**config.mk**
```make
export PLATFORM = sky130hd
export DESIGN_NAME = frfa_ctrl
export DESIGN_NICKNAME = d
export VERILOG_FILES = /design/src/frfa_pkg.sv /design/src/frfa_ctrl.sv
export SDC_FILE = /design/constraint.sdc
export NUM_CORES = 1
export LEC_CHECK = 0
export ABC_AREA = 1
export BUFFER_PORTS_ARGS = -buffer_cell sky130_fd_sc_hd__buf_2
export CORE_AREA = 4 4 41 43
export CTS_CLUSTER_SIZE = 12
export DETAILED_ROUTE_END_ITERATION = 8
export DIE_AREA = 0 0 45 47
export GPL_ROUTABILITY_DRIVEN = 0
export GPL_TIMING_DRIVEN = 1
export PLACE_DENSITY = 0.65
export SLEW_MARGIN = 15
export SYNTH_ARGS = -nofsm -noshare
export SYNTH_HDL_FRONTEND = slang
export SYNTH_SLANG_ARGS = --single-unit
```
**constraint.sdc**
```tcl
create_clock -name clk -period 1.24 [get_ports clk]
set_input_delay 0.31 -clock clk [delete_from_list [all_inputs] [get_ports clk]]
set_output_delay 0.31 -clock clk [all_outputs]
set_load 0.01 [all_outputs]
```
**src/frfa_pkg.sv**
```systemverilog
package frfa_pkg;

	// table geometry
	localparam int MAX_RANGES = 256;
	localparam int IDX_W      = $clog2(MAX_RANGES);
	localparam int CNT_W      = IDX_W + 1;
	localparam logic [CNT_W-1:0] MAX_CNT = CNT_W'(MAX_RANGES);

	// page geometry
	localparam int PAGE_BYTES = 4096;
	localparam int PAGE_SHIFT = $clog2(PAGE_BYTES);
	localparam int PFN_W      = 64 - PAGE_SHIFT;
	localparam int PAGES_W    = 53;
	localparam logic [63:0] LOW_BOUND = 64'h0000_0000_0010_0000;

	// opcodes
	localparam logic [2:0] OP_BEGIN   = 3'd0;
	localparam logic [2:0] OP_ADD     = 3'd1;
	localparam logic [2:0] OP_RESERVE = 3'd2;
	localparam logic [2:0] OP_COMMIT  = 3'd3;
	localparam logic [2:0] OP_ALLOC   = 3'd4;
	localparam logic [2:0] OP_FREE    = 3'd5;

	// result status codes
	localparam logic [2:0] ST_OK       = 3'd0;
	localparam logic [2:0] ST_BAD_ARG  = 3'd1;
	localparam logic [2:0] ST_NO_MEM   = 3'd2;
	localparam logic [2:0] ST_CAPACITY = 3'd3;
	localparam logic [2:0] ST_INV_FREE = 3'd4;
	localparam logic [2:0] ST_DBL_FREE = 3'd5;
	localparam logic [2:0] ST_NO_FRAME = 3'd6;

	typedef struct packed {
		logic [63:0] s;
		logic [63:0] e;
	} range_t;

	typedef struct packed {
		logic [2:0]  opcode;
		logic [63:0] address;
		logic [63:0] length;
		logic [31:0] frame_count;
	} in_item_t;

	typedef struct packed {
		logic [2:0]         status;
		logic [63:0]        frame_address;
		logic [PAGES_W-1:0] total_count;
		logic [PAGES_W-1:0] free_count;
		logic [CNT_W-1:0]   range_count;
	} out_item_t;

	typedef enum logic [1:0] {
		S_IDLE_GRP,
		S_SETUP_GRP,
		S_SCAN_GRP,
		S_DONE_GRP
	} unused_grp_t;

	typedef enum logic [3:0] {
		S_IDLE,
		S_SETUP1,
		S_SETUP2,
		S_DISPATCH,
		S_MRD,
		S_MPR,
		S_RD,
		S_PR,
		S_SPLIT2,
		S_FLUSH,
		S_FINISH
	} state_t;

	typedef enum logic [2:0] {
		PK_NONE,
		PK_INS,
		PK_CUT,
		PK_ALLOC,
		PK_COPY
	} pass_t;

	typedef struct packed {
		logic accept;
		logic setup1;
		logic setup2;
		logic mrd;
		logic mpr;
		logic prd;
		logic ppr;
		logic split2;
		logic flush;
		logic finish;
	} ctl_cmd_t;

	typedef struct packed {
		pass_t pk;
		logic  is_free;
		logic  mscan_end;
		logic  rd_end;
		logic  pr_stay;
		logic  pr_split;
		logic  flush_stay;
		logic  out_free;
	} dp_stat_t;

endpackage

```
**src/frfa_ctrl.sv**
```systemverilog
module frfa_ctrl (
	input  logic              clk,
	input  logic              arst_n,
	input  logic              in_valid,
	output logic              in_stall,
	input  frfa_pkg::dp_stat_t stat,
	output frfa_pkg::ctl_cmd_t cmd
);

	frfa_pkg::state_t state_q, state_n;

	// state register
	always_ff @(posedge clk or negedge arst_n) begin
		if (!arst_n) begin
			state_q <= frfa_pkg::S_IDLE;
		end else begin
			state_q <= state_n;
		end
	end

	// next state and commands
	always_comb begin
		state_n = state_q;
		cmd     = '0;
		case (state_q)
			frfa_pkg::S_IDLE: begin
				if (in_valid) begin
					cmd.accept = 1'b1;
					state_n    = frfa_pkg::S_SETUP1;
				end
			end
			frfa_pkg::S_SETUP1: begin
				cmd.setup1 = 1'b1;
				state_n    = frfa_pkg::S_SETUP2;
			end
			frfa_pkg::S_SETUP2: begin
				cmd.setup2 = 1'b1;
				state_n    = frfa_pkg::S_DISPATCH;
			end
			frfa_pkg::S_DISPATCH: begin
				if (stat.pk == frfa_pkg::PK_NONE) begin
					state_n = frfa_pkg::S_FINISH;
				end else if (stat.is_free) begin
					state_n = frfa_pkg::S_MRD;
				end else begin
					state_n = frfa_pkg::S_RD;
				end
			end
			frfa_pkg::S_MRD: begin
				if (stat.mscan_end) begin
					state_n = frfa_pkg::S_RD;
				end else begin
					cmd.mrd = 1'b1;
					state_n = frfa_pkg::S_MPR;
				end
			end
			frfa_pkg::S_MPR: begin
				cmd.mpr = 1'b1;
				state_n = frfa_pkg::S_MRD;
			end
			frfa_pkg::S_RD: begin
				if (stat.rd_end) begin
					state_n = frfa_pkg::S_FLUSH;
				end else begin
					cmd.prd = 1'b1;
					state_n = frfa_pkg::S_PR;
				end
			end
			frfa_pkg::S_PR: begin
				cmd.ppr = 1'b1;
				if (stat.pr_stay) begin
					state_n = frfa_pkg::S_PR;
				end else if (stat.pr_split) begin
					state_n = frfa_pkg::S_SPLIT2;
				end else begin
					state_n = frfa_pkg::S_RD;
				end
			end
			frfa_pkg::S_SPLIT2: begin
				cmd.split2 = 1'b1;
				state_n    = frfa_pkg::S_RD;
			end
			frfa_pkg::S_FLUSH: begin
				cmd.flush = 1'b1;
				if (!stat.flush_stay) begin
					state_n = frfa_pkg::S_FINISH;
				end
			end
			frfa_pkg::S_FINISH: begin
				if (stat.out_free) begin
					cmd.finish = 1'b1;
					state_n    = frfa_pkg::S_IDLE;
				end
			end
			default: begin
				state_n = frfa_pkg::S_IDLE;
			end
		endcase
	end

	assign in_stall = (state_q != frfa_pkg::S_IDLE);

endmodule

```
==> flow_metrics.py <==
metrics = {
    "detailed_routing": {
        "drt-wirelength-per-cell_um": 11.0,
        "wirelength_um": 1510,
        "drc": 0,
        "drtAntennaViolNets": 0,
        "vias_per_cell": 4.61,
        "vias": 631,
        "initialDrtViolationCount": 6,
        "first_pass_iters": 4,
    },
    "run_status": {
        "violations": "negative setup slack",
        "status": "finished with violations",
    },
    "cells_and_area": {
        "diodes": 0,
        "reg_top3": "state_q (4)",
        "fin_nets": 137,
        "stdcell_count": 137,
        "largest_register": "state_q",
        "fill_cells": 128,
        "ff_latch_area_um2": 105,
        "multi_input_area_um2": 344,
        "syn_to_final_growth_pct": 103,
        "largest_register_ffs": 4,
        "drive_gt1_share_pct": 62.3,
    },
    "synthesis": {
        "netlist_area_um2": 422,
        "syn_avg_cell_area_um2": 5.70,
        "synthTopCellsByArea": "dfrtp_1, nand2_1, inv_1",
        "synth_nets": 87,
        "ys_seq_elements": 4,
        "yosysWarningCount": 0,
        "synth.distinct_cells": 14,
        "synth.top_cell.area_share_pct": 23.7,
        "synth_area_leader_cell": "dfrtp_1",
        "ys_seq_area_share_pct": 23.7,
        "syn-instance-count": 74,
    },
    "timing": {
        "drv_slew": 0,
        "whs_ns": 0.306,
        "min_period_over_period_pct": 124,
        "period_needed_ns": 1.54,
        "setup_viol": 15,
        "fmax_mhz": 649,
        "max_slew.worst_pin.slew_ns": 0.231,
        "rsz0062_at_grt": "true",
        "fin_worst_skew_ns": 0.00999,
        "hold_viol": 0,
        "maxSlewHeadroom_pct": 84.6,
        "setup_slack_ns": -0.302,
    },
    "critical_path": {
        "path_class": "flip-flop to output port",
        "r2r_slack_ns": -0.13,
        "endpoint_kind": "output port",
        "crit_arrival_ns": 1.23,
        "r2r_cells": 8,
        "critPathMaxFanout": 4,
        "required_ns": 0.93,
        "crit_path_start_kind": "flip-flop",
    },
    "placed_design": {
        "portBuffers": 23,
        "pre_cts_slack_ns": -0.0954,
        "dpl.hpwl_um": 1070,
        "placed_cells": 125,
    },
    "cts": {
        "cts_buffer_depth": 2,
        "cts_tree": "built",
        "clk_pin_slew_ns": 0.05,
        "cts_max_level": 1,
        "cts_sinks": 4,
        "root_buffer": "clkbuf_4",
        "insertion_delay_ns": 0.25,
        "numCtsBuffers": 3,
    },
    "power": {
        "total_leakage_power_nw": 0.484,
        "ir_drop_mv": 1.38,
        "total_power_mw": 2.02,
        "power_density_mw_per_mm2": 2360,
    },
    "min_path": {
        "holdPathStages": 3,
        "min_path_type": "primary input to flip-flop",
    },
    "floorplan": {
        "coreArea_mm2": 0.00130,
        "boundaryPins": 24,
        "die_height_um": 47,
        "dieArea_mm2": 0.00212,
        "num_rows": 13,
        "die_x_um": 45,
        "start_util_pct": 32.4,
    },
    "job": {
        "drv_cap": 0,
    },
    "global_route": {
        "grt_use_total_pct": 16.3,
        "grt_overflow": 0,
        "antenna_found_initial": 0,
        "grt_pass1_vias": 619,
        "grt_max_degree": 7,
        "grt_pass1_wl_um": 2470,
    },
}
-- layout make-up --
| cell class | instances | area share, % |
|---|---|---|
| Timing Repair Buffer | 45 | 35.4 |
| Inverter | 15 | 7.31 |
| Tap cell | 15 | 2.19 |
| Clock buffer | 3 | 2.63 |
| Multi-Input combinational cell | 55 | 40.2 |
| Sequential cell | 4 | 12.3 |
-- layer usage --
| metal | up-vias | part of all wire, % | global-route usage [%] |
|---|---|---|---|
| li1 | 325 | - | - |
| met1 | 280 | 38 | 17.4 |
| met2 | 26 | 53 | 28.2 |
| met3 | 0 | 9.2 | 5.75 |
| met4 | 0 | 0 | 8.77 |
| met5 | - | 0 | 0 |
-- critical path: stages, from the launching register on --
cell,delay (ns)
dfrtp_2,0.45
nor2_4,0.17
inv_2,0.07
nor2_2,0.07
nand2_1,0.07
inv_1,0.05
buf_2,0.11
-- placed cells by master, fill, tap and decap left out, drive strengths merged --
cell type / netlist / layout
a21oi: 1 / 1
buf: 0 / 44
clkbuf: 0 / 3
clkinv: 1 / 2
dfrtp: 4 / 4
dlygate4sd3: 0 / 1
inv: 14 / 13
nand2: 23 / 23
nand3: 9 / 9
nand4: 3 / 3
nor2: 17 / 17
nor3: 1 / 1
o211ai: 1 / 1
-- report_power, final --
part / internal, mW / switching, mW / leakage (nW)
sequential: 0.207 / 0.145 / 0.0457
combinational: 0.741 / 0.750 / 0.425
clock: 0.109 / 0.0649 / 0.0138
total: 1.06 / 0.960 / 0.484
-- through the flow --
stage	TNS [ns]	util, %	instance area (um^2)
6_report	-3.28	65.8	856
5_1_grt	-4.34	65.8	856
4_1_cts	-2.77	61.3	798
3_5_place_dp	-0.454	50.6	658
3_3_place_gp	-0.307	50.6	658
2_1_floorplan	0	-	427
-- path summary, 6_finish.rpt --
kind | endpoint | from
max in group asynchronous | state_q[1] | arst_n
setup / recovery | cmd[6] | state_q[0]
setup reg to reg | state_q[3] | state_q[2]
min in group asynchronous | state_q[3] | arst_n
hold / removal | state_q[0] | stat[1]
hold reg to reg | state_q[2] | state_q[1]
-- synthesized netlist by cell type --
cell type and instances:
nand2_1 21, o211ai_1 1, nand3_1 8, nand3_2 1
nor3_2 1, nand2_2 2, nand4_1 3, clkinv_1 1
nor2_2 6, inv_2 3, nor2_1 11, inv_1 11
dfrtp_1 4, a21oi_2 1
-- cell families after synthesis --
logic type             count (synthesis)  synth area share [%]
AND/OR/NAND/NOR                       53                  59.1
buffers and inverters                 15                  13.4
flip-flops                             4                  23.7
AO/OA/AOI/OAI                          2                  3.86
-- repair_timing --
item | CTS | global route
setup endpoints to repair | 14 | 15
hold buffers | 1 | 0
pin swaps | 5 | 6
gates resized for setup | 22 | 7
endpoints found under the hold margin | 4 | 0
buffers inserted | 4 | 4
(Power assumes the default switching activity.)
